`src/rtl/hnt_pkg.sv`:
```
// Shared types and constants of the height map normal and tangent generator.
`default_nettype none
package hnt_pkg;

  localparam int LINE_DEPTH = 1024;
  localparam int MAX_ROWS   = 1024;
  localparam int COL_W      = $clog2(LINE_DEPTH);
  localparam int ROW_W      = $clog2(MAX_ROWS);
  localparam int DIM_W      = 11;
  localparam int FIFO_DEPTH = 4;
  localparam int FIFO_AW    = $clog2(FIFO_DEPTH);

  localparam logic [1:0] CFG_IMAGE_WIDTH  = 2'd0;
  localparam logic [1:0] CFG_IMAGE_HEIGHT = 2'd1;
  localparam logic [1:0] CFG_X_STEP       = 2'd2;
  localparam logic [1:0] CFG_Y_STEP       = 2'd3;

  typedef struct packed {
    logic [15:0] height_sample;
  } in_item_t;

  typedef struct packed {
    logic signed [15:0] normal_x;
    logic [14:0]        normal_y;
    logic signed [15:0] normal_z;
    logic [14:0]        tangent_x;
    logic signed [15:0] tangent_y;
    logic signed [15:0] bitangent_y;
    logic [14:0]        bitangent_z;
    logic [15:0]        height_out;
    logic [COL_W-1:0]   out_col;
    logic [ROW_W-1:0]   out_row;
    logic               last_of_frame;
  } out_item_t;

  // One pixel to be finished: its two central differences and its tags.
  typedef struct packed {
    logic signed [16:0] diff_x;
    logic signed [16:0] diff_y;
    logic [15:0]        height;
    logic [COL_W-1:0]   col;
    logic [ROW_W-1:0]   row;
    logic               last;
  } job_t;

  typedef struct packed {
    logic [DIM_W-1:0] width;
    logic [DIM_W-1:0] height;
  } geom_t;

  typedef struct packed {
    logic [15:0] x_step;
    logic [15:0] y_step;
  } steps_t;

endpackage
`default_nettype wire

```
`src/rtl/hnt_fifo.sv`:
```
// Short job queue between the line store front end and the normalising back end.
`default_nettype none
module hnt_fifo (
  input  wire logic          clk_i,
  input  wire logic          rst_ni,
  input  wire logic          push_i,
  input  wire hnt_pkg::job_t data_i,
  input  wire logic          pop_i,
  output hnt_pkg::job_t      data_o,
  output logic               full_o,
  output logic               empty_o
);
  hnt_pkg::job_t                 mem_q [hnt_pkg::FIFO_DEPTH];
  logic [hnt_pkg::FIFO_AW-1:0]   wptr_q, rptr_q;
  logic [hnt_pkg::FIFO_AW:0]     count_q;

  assign full_o  = (count_q == (hnt_pkg::FIFO_AW+1)'(hnt_pkg::FIFO_DEPTH));
  assign empty_o = (count_q == '0);
  assign data_o  = mem_q[rptr_q];

  always_ff @(posedge clk_i) begin
    if (push_i) begin
      mem_q[wptr_q] <= data_i;
    end
  end

  always_ff @(posedge clk_i or negedge rst_ni) begin
    if (!rst_ni) begin
      wptr_q  <= '0;
      rptr_q  <= '0;
      count_q <= '0;
    end else begin
      if (push_i) begin
        wptr_q <= wptr_q + 1'b1;
      end
      if (pop_i) begin
        rptr_q <= rptr_q + 1'b1;
      end
      if (push_i && !pop_i) begin
        count_q <= count_q + 1'b1;
      end else if (!push_i && pop_i) begin
        count_q <= count_q - 1'b1;
      end
    end
  end
endmodule
`default_nettype wire

```
`config.mk`:
```
export PLATFORM = sky130hd
export DESIGN_NAME = hnt_fifo
export DESIGN_NICKNAME = d
export VERILOG_FILES = /design/src/rtl/hnt_pkg.sv /design/src/rtl/hnt_fifo.sv
export SDC_FILE = /design/constraint.sdc
export NUM_CORES = 1
export LEC_CHECK = 0
export BUFFER_PORTS_ARGS = -buffer_cell sky130_fd_sc_hd__buf_2
export CORE_MARGIN = 2
export CORE_UTILIZATION = 25
export DETAILED_ROUTE_END_ITERATION = 8
export GPL_ROUTABILITY_DRIVEN = 0
export HOLD_SLACK_MARGIN = 0.03
export SETUP_SLACK_MARGIN = 0.2
export SLEW_MARGIN = 20
export SYNTH_ARGS = -nofsm -noshare
export SYNTH_HDL_FRONTEND = slang
export SYNTH_SLANG_ARGS = --single-unit
```
`constraint.sdc`:
```
create_clock -name clk_i -period 3.12 [get_ports clk_i]
set_input_delay 0 -clock clk_i [delete_from_list [all_inputs] [get_ports clk_i]]
set_output_delay 0 -clock clk_i [all_outputs]
set_load 0.05 [all_outputs]
```
==> impl_metrics.yaml <==
logic_synthesis:
  synth_nets: 486
  synth_area_per_cell_sq_um: 26.5
  ys_top_cells_by_area: "edfxtp_1 80%, mux4_2 15%, dfrtp_1 1.6%"
  ys_ff_latch: 291
  synth.distinct_cells: 19
  post-synth-top-area-cell: "edfxtp_1"
  synthesis.area_sq_um: 10700
  seq_area_frac_synth_pct: 81.2
  syn_inst: 405
  synth_top_area_share_pct: 79.6
  yosysWarnings: 0
routing:
  wl_per_cell_microns: 17.3
  dr_total_vias: 4904
  post-route-drc-count: 0
  vias_per_cell: 4.04
  routed_wl_microns: 21000
  postRouteAntennaNets: 0
  drtPass1Iterations: 4
  first_iter_violations: 196
die:
  rows: 75
  dieArea_sq_um: 44500
  core_sq_um: 42100
  die_height_microns: 211
  die_w_microns: 211
  start_util_pct: 25.4
  ioPinCount: 148
status:
  status: "finished, final reports clean"
timing:
  tightest_slew_ns: 0.609
  maxSlewHeadroom_pct: 59.4
  grt_setup_unrepaired: "no"
  period_needed_ns: 2.36
  fmax_mhz: 423
  setup_viol: 0
  fin_tns_setup_ns: 0
  hold_violations: 0
  drv_slew: 0
  whs_ns: 0.191
  fin_skew_ns: 0.00760
  period_share_pct: 75.8
finish:
  final_nets: 732
  seq_area_sq_um: 8710
  finish.utilization_pct: 32.8
  n_antenna_cell: 0
  mostFrequentLayoutCells: "284 x edfxtp_1, 147 x buf_2, 75 x dlygate4sd3_1, 70 x mux4_2, 31 x clkbuf_16"
  final_layout_size_suffix_gt1_share_pct: 40.9
  area_growth_pct: 29.2
  multiInputGateArea_sq_um: 1810
  n_fill_cell: 3958
  final_common_cell: "edfxtp_1"
worst_setup_path:
  critPathMaxFanout: 37
  reg2reg_from: "wptr_q[0]"
  cpPeakStageDelay_ns: 0.79
  critPathLaunchType: "flop"
  reg2reg_slack_ns: 1.25
  arrival_ns: 2.36
  path_class: "reg2out"
  path_cells: "buf_12 > mux4_2 > buf_2"
  cp_slowest_cell: "dfrtp_4"
  required_ns: 3.12
  regToRegEndpoint: "mem_q[2][4]"
  crit_path_end_kind: "output pin"
  cp.buffers_inverters: 2
  ff2ff_path_depth: 4
  critical-path-top-delay-family: "flip-flops"
power:
  ir_drop_v: 0.000687
  power_density_nw_per_um2: 1030
  power_uw: 14300
  leakagePower_uw: 0.00470
global_routing:
  antenna_found_initial: 0
  grt_pass1_vias: 5466
  grt_pass1_wl_microns: 32000
  grt_overflow: 0
  grt_usage_pct: 9.48
  grt_max_degree: 39
cts:
  post_cts_resized: 0
  cts.sinks: 291
  cts_buffer_depth: 3
  cts.root.buffer_cell: "clkbuf_16"
  cts_tree: "yes"
  path_clk_slew_ns: 0.06
  clk-insertion-delay-late_ns: 0.55
  cts_inserted_buffers: 31
  cts_max_level: 1
placement:
  io_buffers: 147
  hpwl_microns: 12100
worst_hold_path:
  whs_path_depth: 3
  worstHoldPathType: "in2reg"
  holdPathEnd: "rptr_q[0]"
  worstHoldStart: "pop_i"
job:
  drv_cap: 0
==> power breakdown <==
group	leakage [uW]	internal [uW]	switching, uW
registers	0.00269	5120	278
clock network	0.000487	2130	1420
logic	0.00153	1650	3660
==> worst min-delay path: stages <==
cell and delay (ns):
dlygate4sd3_1 0.51, buf_2 0.13, xor2_1 0.06
==> synthesized netlist by cell type <==
cell type  number
and2_1          4
buf_12          7
buf_2           8
buf_6           1
dfrtp_1         7
edfxtp_1      284
fa_1            1
ha_1            5
inv_1           4
mux2_2          1
mux4_1          1
mux4_2         70
nand2_1         2
nor2_1          1
nor3_1          1
nor3b_1         1
o21ai_0         1
xnor2_1         2
xor2_1          4
==> how the worst max path moves through the flow <==
stage	startpoint	slack (ns)	end	cells after the start
2_1_floorplan	wptr_q[0]	0.41	mem_q[2][0]	3
3_3_place_gp	wptr_q[1]	1.20	mem_q[1][9]	4
3_5_place_dp	wptr_q[0]	1.20	mem_q[2][7]	4
4_1_cts	rptr_q[1]	0.67	data_o[0]	3
5_1_grt	rptr_q[1]	0.65	data_o[62]	3
6_report	rptr_q[1]	0.76	data_o[0]	3
==> routing by layer <==
layer  wire length (microns)  global-route usage, %  vias to the layer above
li1                        -                      -                     2230
met1                    8710                   11.6                     2556
met2                   11100                   16.9                       97
met3                     829                   1.81                       21
met4                     384                   3.06                        0
met5                       0                      0                        -
==> flip-flops by register name (all words and copies together) (netlist names) <==
name     count
count_q      3
rptr_q       2
wptr_q       2
mem_q      284
==> stage by stage <==
step / setup slack (ns) / area [sq um] / cells
5_1_grt: 0.655 / 13800 / 1213
3_5_place_dp: 1.20 / 12100 / 1082
6_report: 0.756 / 13800 / 1213
3_3_place_gp: 1.20 / 12100 / 1082
2_1_floorplan: 0.406 / 10700 / 405
4_1_cts: 0.672 / 13800 / 1213
==> timing repair <==
item | CTS | global route
hold buffers | 75 | 0
hold endpoints to repair | 298 | 0
buffers inserted | 0 | 0
==> final cells by class <==
| class | count | share of cell area, % |
|---|---|---|
| clock inverters | 22 | 1.51 |
| repair buffers | 229 | 11.8 |
| multi-input cells | 94 | 13.1 |
| well taps | 539 | 4.87 |
| inverters | 4 | 0.109 |
| flip-flops and latches | 291 | 63.0 |
| clock buffers | 34 | 5.69 |
==> cells by family (layout without fill, tap and decap cells) <==
logic type	after synthesis	after routing	synth area share, %
DFF	291	291	81.2
muxes	72	72	15.1
buffers and inverters	20	289	1.93
and+or+nand+nor	9	9	0.455
adders and majority gates	6	6	0.771
xor gates and xnor gates	6	6	0.491
AOI/OAI and AO/OA	1	1	0.0467
No activity file was read; power rests on OpenSTA's default activity.
